--- src/sv/wsp_pkg.sv ---
// Shared types and constants for the wheel speed PI controller.
// Used by every module of the block; no dependencies.
`timescale 1ns / 1ps

package wsp_pkg;

    localparam logic [1:0] CFG_TARGET = 2'd0;
    localparam logic [1:0] CFG_PROP   = 2'd1;
    localparam logic [1:0] CFG_INTEG  = 2'd2;

    localparam logic [7:0]  TARGET_RESET = 8'd150;
    localparam logic [11:0] PROP_RESET   = 12'd51;
    localparam logic [11:0] INTEG_RESET  = 12'd13;

    localparam logic [7:0]  SPIKE_LIMIT = 8'd30;
    localparam logic [7:0]  DUTY_MAX    = 8'd255;
    localparam logic [7:0]  OLD_WEIGHT  = 8'd179;
    localparam logic [7:0]  NEW_WEIGHT  = 8'd77;
    localparam logic [7:0]  EST_ROUND   = 8'd128;

    typedef struct packed {
        logic signed [17:0] err;
        logic signed [18:0] diff;
        logic signed [8:0]  steer;
        logic [15:0]        speed;
    } t_est_word;

endpackage

--- src/sv/wsp_spike_filter.sv ---
// Three-sample spike filter for one wheel, with its two-deep count history.
// Depends on wsp_pkg.
`timescale 1ns / 1ps

module wsp_spike_filter (
    input  logic       i_clk,
    input  logic       i_rst_n,
    input  logic       i_upd,
    input  logic [7:0] i_count,
    output logic [7:0] o_pick
);

    logic [7:0] r_hist0;
    logic [7:0] r_hist1;
    logic [7:0] w_diff;

    always_comb begin
        if (i_count > r_hist0) begin
            w_diff = i_count - r_hist0;
        end else begin
            w_diff = r_hist0 - i_count;
        end
        if (w_diff > wsp_pkg::SPIKE_LIMIT) begin
            o_pick = (i_count > r_hist0) ? i_count : r_hist0;
        end else begin
            o_pick = r_hist1;
        end
    end

    always_ff @(posedge i_clk) begin
        if (!i_rst_n) begin
            r_hist0 <= '0;
            r_hist1 <= '0;
        end else if (i_upd) begin
            r_hist0 <= i_count;
            r_hist1 <= r_hist0;
        end
    end

    a_hist_shift: assert property (@(posedge i_clk) disable iff (!i_rst_n)
        i_upd |=> (r_hist1 == $past(r_hist0)) && (r_hist0 == $past(i_count)))
        else $error("spike filter history did not shift");

endmodule

--- src/sv/wsp_estimator.sv ---
// Speed low-pass filter and error stage; holds speed estimate and last error.
// Depends on wsp_pkg.
`timescale 1ns / 1ps

module wsp_estimator (
    input  logic                i_clk,
    input  logic                i_rst_n,
    input  logic                i_en,
    input  logic                i_valid,
    input  logic [7:0]          i_left_pick,
    input  logic [7:0]          i_right_pick,
    input  logic signed [8:0]   i_steer,
    input  logic [7:0]          i_target,
    output logic                o_valid,
    output wsp_pkg::t_est_word  o_word
);

    logic               w_upd;
    logic [15:0]        w_mean;
    logic [23:0]        w_acc;
    logic [15:0]        n_est;
    logic signed [17:0] n_err;
    logic signed [18:0] w_diff;

    logic               r_valid;
    logic [15:0]        r_est;
    logic signed [17:0] r_prev_err;
    wsp_pkg::t_est_word r_word;

    assign w_upd  = i_en && i_valid;
    assign w_mean = {9'(i_left_pick) + 9'(i_right_pick), 7'd0};
    assign w_acc  = 24'(wsp_pkg::OLD_WEIGHT) * 24'(r_est)
                  + 24'(wsp_pkg::NEW_WEIGHT) * 24'(w_mean)
                  + 24'(wsp_pkg::EST_ROUND);
    assign n_est  = w_acc[23:8];
    assign n_err  = $signed({2'b00, i_target, 8'd0}) - $signed({2'b00, n_est});
    assign w_diff = 19'(n_err) - 19'(r_prev_err);

    always_ff @(posedge i_clk) begin
        if (!i_rst_n) begin
            r_valid    <= 1'b0;
            r_est      <= '0;
            r_prev_err <= '0;
        end else if (i_en) begin
            r_valid <= i_valid;
            if (i_valid) begin
                r_est      <= n_est;
                r_prev_err <= n_err;
            end
        end
    end

    always_ff @(posedge i_clk) begin
        if (w_upd) begin
            r_word.err   <= n_err;
            r_word.diff  <= w_diff;
            r_word.steer <= i_steer;
            r_word.speed <= n_est;
        end
    end

    assign o_valid = r_valid;
    assign o_word  = r_word;

    a_err_kept: assert property (@(posedge i_clk) disable iff (!i_rst_n)
        w_upd |=> (r_prev_err == r_word.err) && (r_est == r_word.speed))
        else $error("stored error or estimate differs from forwarded word");

    a_est_hold: assert property (@(posedge i_clk) disable iff (!i_rst_n)
        !w_upd |=> $stable(r_est) && $stable(r_prev_err))
        else $error("estimator state changed without an item");

endmodule

--- src/sv/wsp_duty_stage.sv ---
// Gain products, feedforward sum, steering and duty saturation; output register.
// Depends on wsp_pkg.
`timescale 1ns / 1ps

module wsp_duty_stage (
    input  logic                i_clk,
    input  logic                i_rst_n,
    input  logic                i_en,
    input  logic                i_valid,
    input  wsp_pkg::t_est_word  i_word,
    input  logic [7:0]          i_target,
    input  logic [11:0]         i_kp,
    input  logic [11:0]         i_ki,
    output logic                o_valid,
    output logic [7:0]          o_left,
    output logic [7:0]          o_right,
    output logic [15:0]         o_speed
);

    logic signed [31:0] n_p;
    logic signed [30:0] n_i;
    logic signed [35:0] w_base;
    logic signed [35:0] w_steer_q;
    logic signed [35:0] w_u_left;
    logic signed [35:0] w_u_right;
    logic [7:0]         n_left;
    logic [7:0]         n_right;

    logic               r_s2_valid;
    logic signed [31:0] r_p;
    logic signed [30:0] r_i;
    logic signed [8:0]  r_steer;
    logic [15:0]        r_speed;

    logic               r_out_valid;
    logic [7:0]         r_left;
    logic [7:0]         r_right;
    logic [15:0]        r_speed_out;

    function automatic logic [7:0] sat_duty(input logic signed [35:0] u);
        logic [7:0] d;
        if (u[35]) begin
            d = '0;
        end else if (u[34:16] > 19'(wsp_pkg::DUTY_MAX)) begin
            d = wsp_pkg::DUTY_MAX;
        end else begin
            d = u[23:16];
        end
        return d;
    endfunction

    assign n_p = 32'(i_word.diff) * 32'($signed({1'b0, i_kp}));
    assign n_i = 31'(i_word.err) * 31'($signed({1'b0, i_ki}));

    assign w_base    = 36'($signed({1'b0, i_target, 16'd0})) + 36'(r_p) + 36'(r_i);
    assign w_steer_q = 36'($signed({r_steer, 16'd0}));
    assign w_u_left  = w_base - w_steer_q;
    assign w_u_right = w_base + w_steer_q;
    assign n_left    = sat_duty(w_u_left);
    assign n_right   = sat_duty(w_u_right);

    always_ff @(posedge i_clk) begin
        if (!i_rst_n) begin
            r_s2_valid  <= 1'b0;
            r_out_valid <= 1'b0;
        end else if (i_en) begin
            r_s2_valid  <= i_valid;
            r_out_valid <= r_s2_valid;
        end
    end

    always_ff @(posedge i_clk) begin
        if (i_en && i_valid) begin
            r_p     <= n_p;
            r_i     <= n_i;
            r_steer <= i_word.steer;
            r_speed <= i_word.speed;
        end
        if (i_en && r_s2_valid) begin
            r_left      <= n_left;
            r_right     <= n_right;
            r_speed_out <= r_speed;
        end
    end

    assign o_valid = r_out_valid;
    assign o_left  = r_left;
    assign o_right = r_right;
    assign o_speed = r_speed_out;

    a_stage_move: assert property (@(posedge i_clk) disable iff (!i_rst_n)
        (i_en && r_s2_valid) |=> r_out_valid && (r_speed_out == $past(r_speed)))
        else $error("product stage word lost on its way to the output");

endmodule

--- src/sv/wheel_speed_pi_controller_unit.sv ---
// Top level of the wheel speed PI controller: config registers, input stage
// and the filter / estimator / duty pipeline. Depends on wsp_pkg and all wsp_ modules.
//
//  channel   dir  payload (low bit up)                          handshake
//  s_axis    in   left_count 8, right_count 8, steer_offset 9   tvalid/tready
//  m_axis    out  left_duty 8, right_duty 8, filtered_speed 16  tvalid/tready
//  cfg       in   index 2, wdata 12                             i_cfg_we
//
// One word per cycle unless m_axis stalls; a word passes the input, estimator,
// product and output registers. Estimate / last error feedback closes in the estimator.
// The whole pipeline advances together; it stalls only while a result waits on m_axis.
// Synchronous active-low reset clears valids, history, estimate and error; config
// registers return to 150 / 51 / 13.
`timescale 1ns / 1ps

module wheel_speed_pi_controller_unit (
    input  logic        i_clk,
    input  logic        i_rst_n,
    input  logic        s_axis_tvalid,
    output logic        s_axis_tready,
    input  logic [31:0] s_axis_tdata,   // left_count, right_count, steer_offset, zero fill
    output logic        m_axis_tvalid,
    input  logic        m_axis_tready,
    output logic [31:0] m_axis_tdata,   // left_duty, right_duty, filtered_speed
    input  logic        i_cfg_we,
    input  logic [1:0]  i_cfg_index,
    input  logic [11:0] i_cfg_wdata
);

    logic [7:0]  r_target;
    logic [11:0] r_kp;
    logic [11:0] r_ki;

    logic              w_en;
    logic              r_s0_valid;
    logic [7:0]        r_s0_left;
    logic [7:0]        r_s0_right;
    logic signed [8:0] r_s0_steer;

    logic [7:0]         w_left_pick;
    logic [7:0]         w_right_pick;
    logic               w_s1_valid;
    wsp_pkg::t_est_word w_s1_word;
    logic               w_out_valid;
    logic [7:0]         w_left_duty;
    logic [7:0]         w_right_duty;
    logic [15:0]        w_speed;

    assign w_en          = !w_out_valid || m_axis_tready;
    assign s_axis_tready = w_en;

    always_ff @(posedge i_clk) begin
        if (!i_rst_n) begin
            r_target <= wsp_pkg::TARGET_RESET;
            r_kp     <= wsp_pkg::PROP_RESET;
            r_ki     <= wsp_pkg::INTEG_RESET;
        end else if (i_cfg_we) begin
            case (i_cfg_index)
                wsp_pkg::CFG_TARGET: r_target <= i_cfg_wdata[7:0];
                wsp_pkg::CFG_PROP:   r_kp     <= i_cfg_wdata;
                wsp_pkg::CFG_INTEG:  r_ki     <= i_cfg_wdata;
                default: ;
            endcase
        end
    end

    always_ff @(posedge i_clk) begin
        if (!i_rst_n) begin
            r_s0_valid <= 1'b0;
        end else if (w_en) begin
            r_s0_valid <= s_axis_tvalid;
        end
    end

    always_ff @(posedge i_clk) begin
        if (w_en && s_axis_tvalid) begin
            r_s0_left  <= s_axis_tdata[7:0];
            r_s0_right <= s_axis_tdata[15:8];
            r_s0_steer <= $signed(s_axis_tdata[24:16]);
        end
    end

    wsp_spike_filter u_left_filter (
        .i_clk   (i_clk),
        .i_rst_n (i_rst_n),
        .i_upd   (w_en && r_s0_valid),
        .i_count (r_s0_left),
        .o_pick  (w_left_pick)
    );

    wsp_spike_filter u_right_filter (
        .i_clk   (i_clk),
        .i_rst_n (i_rst_n),
        .i_upd   (w_en && r_s0_valid),
        .i_count (r_s0_right),
        .o_pick  (w_right_pick)
    );

    wsp_estimator u_estimator (
        .i_clk        (i_clk),
        .i_rst_n      (i_rst_n),
        .i_en         (w_en),
        .i_valid      (r_s0_valid),
        .i_left_pick  (w_left_pick),
        .i_right_pick (w_right_pick),
        .i_steer      (r_s0_steer),
        .i_target     (r_target),
        .o_valid      (w_s1_valid),
        .o_word       (w_s1_word)
    );

    wsp_duty_stage u_duty (
        .i_clk    (i_clk),
        .i_rst_n  (i_rst_n),
        .i_en     (w_en),
        .i_valid  (w_s1_valid),
        .i_word   (w_s1_word),
        .i_target (r_target),
        .i_kp     (r_kp),
        .i_ki     (r_ki),
        .o_valid  (w_out_valid),
        .o_left   (w_left_duty),
        .o_right  (w_right_duty),
        .o_speed  (w_speed)
    );

    assign m_axis_tvalid = w_out_valid;
    assign m_axis_tdata  = {w_speed, w_right_duty, w_left_duty};

endmodule
--- config.mk ---
export PLATFORM = sky130hd
export DESIGN_NAME = wheel_speed_pi_controller_unit
export DESIGN_NICKNAME = d
export VERILOG_FILES = /design/src/sv/wsp_pkg.sv /design/src/sv/wsp_spike_filter.sv /design/src/sv/wsp_estimator.sv /design/src/sv/wsp_duty_stage.sv /design/src/sv/wheel_speed_pi_controller_unit.sv
export SDC_FILE = /design/constraint.sdc
export NUM_CORES = 2
export LEC_CHECK = 0
export BUFFER_PORTS_ARGS = -buffer_cell sky130_fd_sc_hd__buf_2
export CAP_MARGIN = 15
export CORE_AREA = 2 2 179 312
export CTS_CLUSTER_SIZE = 10
export DETAILED_ROUTE_END_ITERATION = 8
export DIE_AREA = 0 0 181 314
export GPL_TIMING_DRIVEN = 1
export PLACE_DENSITY = 0.8
export SLEW_MARGIN = 15
export SYNTH_ARGS = -nofsm -noshare
export SYNTH_HDL_FRONTEND = slang
export SYNTH_SLANG_ARGS = --single-unit
--- constraint.sdc ---
create_clock -name i_clk -period 17 [get_ports i_clk]
set_clock_uncertainty 0.2 [all_clocks]
set_input_delay 2.55 -clock i_clk [delete_from_list [all_inputs] [get_ports i_clk]]
set_output_delay 2.55 -clock i_clk [all_outputs]
set_load 0.01 [all_outputs]
==> After elaboration in Yosys (flattened, before gate mapping) <==
Index checks and enable logic that the tools add are counted.
{ "word_totals": {"in_bits": 51, "reg_bits": 307, "elab_cells": 71} }
{ "op_classes": {"order_cmp": 6, "eq_ne": 2, "muxes": 8, "reduce_logical": 11, "addsub": 13, "n_mul": 4} }
{ "ops": {"columns": ["op", "count"], "rows": [
  ["2-to-1 mux 8 bit", 8],
  ["greater-than comparator 19 x 8 -> 1 bit (second input constant)", 2],
  ["adder 36 x 25 -> 36 bit", 1],
  ["subtractor 36 x 25 -> 36 bit", 1],
  ["adder 33 x 31 -> 34 bit", 1],
  ["adder 25 x 32 -> 33 bit", 1],
  ["multiplier 19 x 13 -> 32 bit", 1],
  ["subtractor 8 bit", 4],
  ["multiplier 17 x 13 -> 30 bit", 1],
  ["adder 24 x 23 -> 24 bit", 1],
  ["adder 24 x 8 -> 24 bit (second input constant)", 1],
  ["multiplier 8 x 16 -> 24 bit (first input constant)", 1],
  ["subtractor 17 x 17 -> 18 bit", 1],
  ["subtractor 16 x 16 -> 17 bit", 1],
  ["greater-than comparator 8 x 5 -> 1 bit (second input constant)", 2],
  ["greater-than comparator 8 bit", 2],
  ["multiplier 7 x 9 -> 16 bit (first input constant)", 1],
  ["adder 8 x 8 -> 9 bit", 1],
  ["AND reduction 2 bit", 4],
  ["logical AND 1 bit", 4],
  ["equality test 2 x 1 -> 1 bit (second input constant)", 1],
  ["equality test 2 bit (second input constant)", 1],
  ["logical NOT 2 bit", 1],
  ["logical NOT 1 bit", 1],
  ["logical OR 1 bit", 1]
]} }

==> Longest topological paths before layout <==
{ "depth": {"word_depth": 10, "ltp_mapped": 62, "ltp_nobuf": 60} }

==> Hierarchy <==
Synthesis repeated with hierarchy kept, for this count alone.
{ "hier_totals": {"hier_cells": 3815, "hier_area_um2": 37131.9} }
{ "by_module_without_submodules": {"columns": ["module", "area_each_um2", "instances", "cells_per_inst", "seq_area_each_um2"], "rows": [
  ["wsp_duty_stage", 23374.9, 1, 2429, 3643.5],
  ["wsp_estimator", 8734.6, 1, 872, 2432.3],
  ["wsp_spike_filter", 1546.5, 2, 181, 320.3],
  ["wheel_speed_pi_controller_unit", 1929.4, 1, 152, 1411.4]
]} }

==> Least setup slack after synthesis <==
No wires, ideal clock.
{ "synth_path": {"kind": "reg-to-reg", "from": "reg r_s0_right[0]", "to": "reg u_estimator.r_word (netlist bit u_estimator.o_word[42]) (data pin)", "required_time_ns": 16.538, "period_less_slack_ns": 12.768, "arrival_ns": 12.306, "n_path_buf": 3, "path_slack_ns": 4.232, "path_stages_with_launch": 57, "setup_ns": 0.262, "cell_sequence": "edfxtp_1 -> inv_1 -> ha_1 -> inv_1 -> fa_1 -> a21oi_1 -> o21bai_1 -> a2111oi_4 -> nor2_4 -> clkbuf_1 -> a21oi_1 -> o211ai_1 -> xor2_1 -> nor4_4 -> mux2_2 -> ha_1 -> fa_1 -> a21o_1 -> (+21 left out) -> o21a_1 -> o21a_1 -> nor2_1 -> inv_1 -> ha_1 -> nand4_1 -> nor3_1 -> a41oi_1 -> o31ai_1 -> a2bb2oi_1 -> xnor3_1 -> ha_1 -> clkbuf_1 -> nand3_1 -> nor2_1 -> nand3_1 -> o2111ai_1 -> mux2i_1"} }
{ "synth_between": {"elab_chain_len": 10} }
{ "synth_lines": {"columns": ["element", "line_no", "rtl"], "rows": [
  ["from (decl)", "wheel_speed_pi_controller_unit.sv:37", "logic [7:0] r_s0_right;"],
  ["from (signal assigned)", "wheel_speed_pi_controller_unit.sv:78", "r_s0_right <= s_axis_tdata[15:8];"],
  ["subtractor 8 bit, or another cell as far along", "wsp_spike_filter.sv:21", "w_diff = r_hist0 - i_count;"],
  ["2-to-1 mux 8 bit", "wsp_spike_filter.sv:18", "if (i_count > r_hist0) begin"],
  ["greater-than comparator 8 x 5 -> 1 bit", "wsp_spike_filter.sv:23", "if (w_diff > wsp_pkg::SPIKE_LIMIT) begin"],
  ["2-to-1 mux 8 bit (*)", "wsp_spike_filter.sv:23", null],
  ["adder 8 x 8 -> 9 bit (*)", "wsp_estimator.sv:31", "assign w_mean = {9'(i_left_pick) + 9'(i_right_pick), 7'd0};"],
  ["multiplier 7 x 9 -> 16 bit (*)", "wsp_estimator.sv:33", "+ 24'(wsp_pkg::NEW_WEIGHT) * 24'(w_mean)"],
  ["adder 24 x 23 -> 24 bit (*)", "wsp_estimator.sv:33", null],
  ["adder 24 x 8 -> 24 bit (*)", "wsp_estimator.sv:34", "+ 24'(wsp_pkg::EST_ROUND);"],
  ["via u_estimator.w_acc[16]", "wsp_estimator.sv:20", "logic [23:0] w_acc;"],
  ["subtractor 16 x 16 -> 17 bit (*)", "wsp_estimator.sv:36", "assign n_err = $signed({2'b00, i_target, 8'd0}) - $signed({2'b00, n_est});"],
  ["via u_estimator.n_err[14]", "wsp_estimator.sv:22", "logic signed [17:0] n_err;"],
  ["subtractor 17 x 17 -> 18 bit (*)", "wsp_estimator.sv:37", "assign w_diff = 19'(n_err) - 19'(r_prev_err);"],
  ["via u_estimator.w_diff[17]", "wsp_estimator.sv:23", "logic signed [18:0] w_diff;"],
  ["to (decl)", "wsp_estimator.sv:28", "wsp_pkg::t_est_word r_word;"]
]} }
Mark *: on every way through the listed nets, which the timed path passes. The rest lies on a longest branch.
A chain may end at the register's enable or synchronous reset.

==> Worst setup path after layout <==
{ "layout_path": {"from": "reg r_s0_left[0]", "to": "reg u_estimator.r_word (netlist bit u_estimator.o_word[42]) (data pin)"} }
{ "layout_between": {"elab_chain_len": 10} }
{ "layout_lines": {"columns": ["element", "line_no", "rtl"], "rows": [
  ["from (decl)", "wheel_speed_pi_controller_unit.sv:36", "logic [7:0] r_s0_left;"],
  ["from (signal assigned)", "wheel_speed_pi_controller_unit.sv:77", "r_s0_left <= s_axis_tdata[7:0];"],
  ["subtractor 8 bit, or another cell as far along", "wsp_spike_filter.sv:21", null],
  ["2-to-1 mux 8 bit", "wsp_spike_filter.sv:18", null],
  ["greater-than comparator 8 x 5 -> 1 bit", "wsp_spike_filter.sv:23", null],
  ["2-to-1 mux 8 bit (*)", "wsp_spike_filter.sv:23", null],
  ["adder 8 x 8 -> 9 bit (*)", "wsp_estimator.sv:31", null],
  ["multiplier 7 x 9 -> 16 bit (*)", "wsp_estimator.sv:33", null],
  ["adder 24 x 23 -> 24 bit (*)", "wsp_estimator.sv:33", null],
  ["adder 24 x 8 -> 24 bit (*)", "wsp_estimator.sv:34", null],
  ["via u_estimator.w_acc[19]", "wsp_estimator.sv:20", null],
  ["subtractor 16 x 16 -> 17 bit (*)", "wsp_estimator.sv:36", null],
  ["via u_estimator.n_err[13]", "wsp_estimator.sv:22", null],
  ["subtractor 17 x 17 -> 18 bit (*)", "wsp_estimator.sv:37", null],
  ["via u_estimator.w_diff[17]", "wsp_estimator.sv:23", null]
]} }
Marked as above.

==> key figures <==
Outcome
  – Status: finished clean

Clocking
  – CTS Hold Buffers Added: 0
  – Clock tree root buffer cell: clkbuf_16
  – CTS clk-pin slew, worst paths: 60 ps
  – Latest clock arrival within the worst-skew pair: 550 ps
  – # Post-CTS Setup Buffers: 0
  – CTS tree: built
  – H-tree Lvls: 2
  – Post-CTS sizing: 0
  – Clock buffer depth: 3
  – CTS Sinks: 303
  – CTS buffer count: 37

Synth
  – Post-synthesis sequential area ratio: 0.229
  – Mux share of post-synthesis cell area: 0.0136
  – Synth Area in Adders: 0.411
  – Synth warn: 0
  – EDFF count, synth: 203
  – Synth Instances: 3663
  – Largest family of logic cells by synthesized area: adder cells
  – Complex-gate fraction of the synthesized area: 0.0925
  – Synth Area per Inst: 9.67 sq um
  – Cell area after synthesis: 0.0354 sq mm
  – XOR/XNOR Fraction of Synth Area: 0.0355
  – Seq cells post-synth: 303
  – Net count after synthesis: 4594
  – Commonest register cell after synthesis: edfxtp_1
  – Synth async-reset ratio: 0
  – Yosys cell types: 90
  – Simple-Gate Fraction of Synth Area: 0.134

Final layout
  – Nets: 4600
  – Most frequent cells in the layout: inv_1 (664), fa_1 (468), nand2_1 (422)
  – Area delta synth->final: 5.50%
  – Fraction of layout cells with a size suffix above 1: 0.0509
  – Cell area after layout: 0.0373 sq mm
  – Layout Utilization: 0.688
  – Commonest non-fill, non-tap cell in the layout: inv_1

Timing
  – Setup Viol. Count Final: 0
  – Max Clock Freq: 67.3 MHz
  – Slew of the pin with the lowest slew margin: 954 ps
  – RSZ-0062 raised after global routing: no
  – Fin crit period: 14850 ps
  – Max Transition Viols Final: 0
  – Setup tns final: 0 ps
  – Final hold slack: 212 ps
  – Relative slew margins: 0.364
  – Final period util: 0.874
  – Final hold viol count: 0

Placed design
  – Dpl cell area: 0.0363 sq mm
  – HPWL Detailed: 64500 microns
  – Port Buffers: 77
  – Placer Congestion: 0.910

Worst hold path
  – Worst min-delay path startpoint: u_estimator.o_word[18]
  – Hold Crit Class: reg -> reg

Routing
  – Drt first pass iters: 5
  – Initial DRC Count: 1380
  – Wire per inst: 18.2 microns
  – Routed vias/inst: 5.76
  – Total Wirelength: 79900 microns
  – Post-DRT Antenna Nets: 0
  – DR DRC count: 0
  – Vias post-DR: 25281

Worst setup path
  – CP max-delay cell: nor4_4
  – Top delay family on crit path: adder cells
  – Worst setup SP type: flop
  – CP peak stage delay: 800 ps
  – Critical path endpoint category: flop
  – Crit path arrival time: 15010 ps
  – CP bufs+invs: 7
  – R2R Setup Slk: 2150 ps
  – Crit Reg-Reg Startpoint: r_s0_left[0]
  – Most frequent CP cell: ha_1
  – WS Path Type: reg -> reg
  – CP Data Required Time: 17160 ps
  – Crit-path max FO: 29
  – Crit path from: r_s0_left[0]

Global route
  – Number of global-route vias before repair: 27188
  – Grt ovf: 0
  – Global-route wire length before repair: 130000 microns
  – Initial antenna violation count: 11
  – Pin count of the biggest net entering global routing: 74
  – Tot GR Track Use: 0.290

Floorplan
  – Core area: 0.0543 sq mm
  – I/O pin cnt: 85
  – Vert. Die Dim: 314 microns
  – Die area: 0.0568 sq mm
  – Die Wd: 181 microns
  – Starting Density: 0.652
  – Rows: 113

Job
  – Max Cap Viol: 0
per-layer routing:
metal	global-route usage	routed length [microns]
met5	0	110
met4	0.200	6090
met3	0.0422	3380
met2	0.551	43200
met1	0.288	27200
Yosys cell counts (all sizes together) (18+ instances only):
master	instances	share of area
inv	667	0.071
o21a	19	0.0040
ha	412	0.15
nand3	42	0.0059
mux2	22	0.0080
xnor2	100	0.025
nor3	35	0.0049
nand2b	18	0.0032
clkbuf	113	0.012
mux2i	20	0.0057
fa	468	0.26
nand2	423	0.045
nor2	158	0.017
a21oi	198	0.028
a31oi	19	0.0034
o21bai	24	0.0052
a21o	52	0.011
and2	241	0.043
edfxtp	203	0.17
o21ai	83	0.012
xor2	38	0.0094
a211oi	19	0.0043
dfxtp	100	0.057
final timing paths:
kind | to | cells past startpoint
hold reg to reg | u_duty.r_steer[2] | 0
setup reg to reg | u_estimator.o_word[42] | 58
setup / recovery | u_estimator.o_word[42] | 58
hold / removal | u_duty.r_steer[2] | 0
registers in the layout, indices dropped and copies added (netlist names), 9 cells and up:
register and cells:
u_duty.o_speed 16, u_estimator.r_est 15, u_duty.r_i 30, u_estimator.r_prev_err 17
u_estimator.o_word 59, r_kp 12, u_duty.r_speed 16, r_ki 12
u_duty.r_steer 9, u_duty.r_p 32, r_s0_steer 9
stage by stage:
stage,std cells,setup slack [ps]
floorplan,3663,4230
global placement,4320,2420
detailed placement,4320,2210
CTS,4383,2170
global route,4385,1310
finish,4386,2150
worst reg2reg max path: cells and delay by family (launching register included):
kind            cells  cell delay [ps]
fa+ha+maj          17             6010
compound gates     15             3490
buf+inv             7              430
mux                 3             1010
simple gates       12             1970
flops               1              410
xor+xnor            4             1150
final cells by class:
| class | count | area, sq um |
|---|---|---|
| Antenna cell | 3 | 7.51 |
| Tap cell | 690 | 863 |
| Multi-Input combinational cell | 2568 | 24300 |
| Sequential cell | 303 | 8100 |
| Clock buffer | 59 | 1030 |
| Inverter | 668 | 2510 |
| Fill cell | 4216 | 16900 |
| Timing Repair Buffer | 91 | 490 |
| Clock inverter | 4 | 30.0 |
cell families (layout without fill, tap and decap cells):
kind of cell | count (synthesis) | in the layout
flops | 303 | 303
other cells | 0 | 3
compound gates | 512 | 512
mux | 42 | 42
xor+xnor | 139 | 139
buf+inv | 792 | 822
fa+ha+maj | 882 | 882
simple gates | 993 | 993
Power is left out: the tool's default activity adds up to more than one toggle a clock period on the data nets, which glitch-free logic cannot reach.
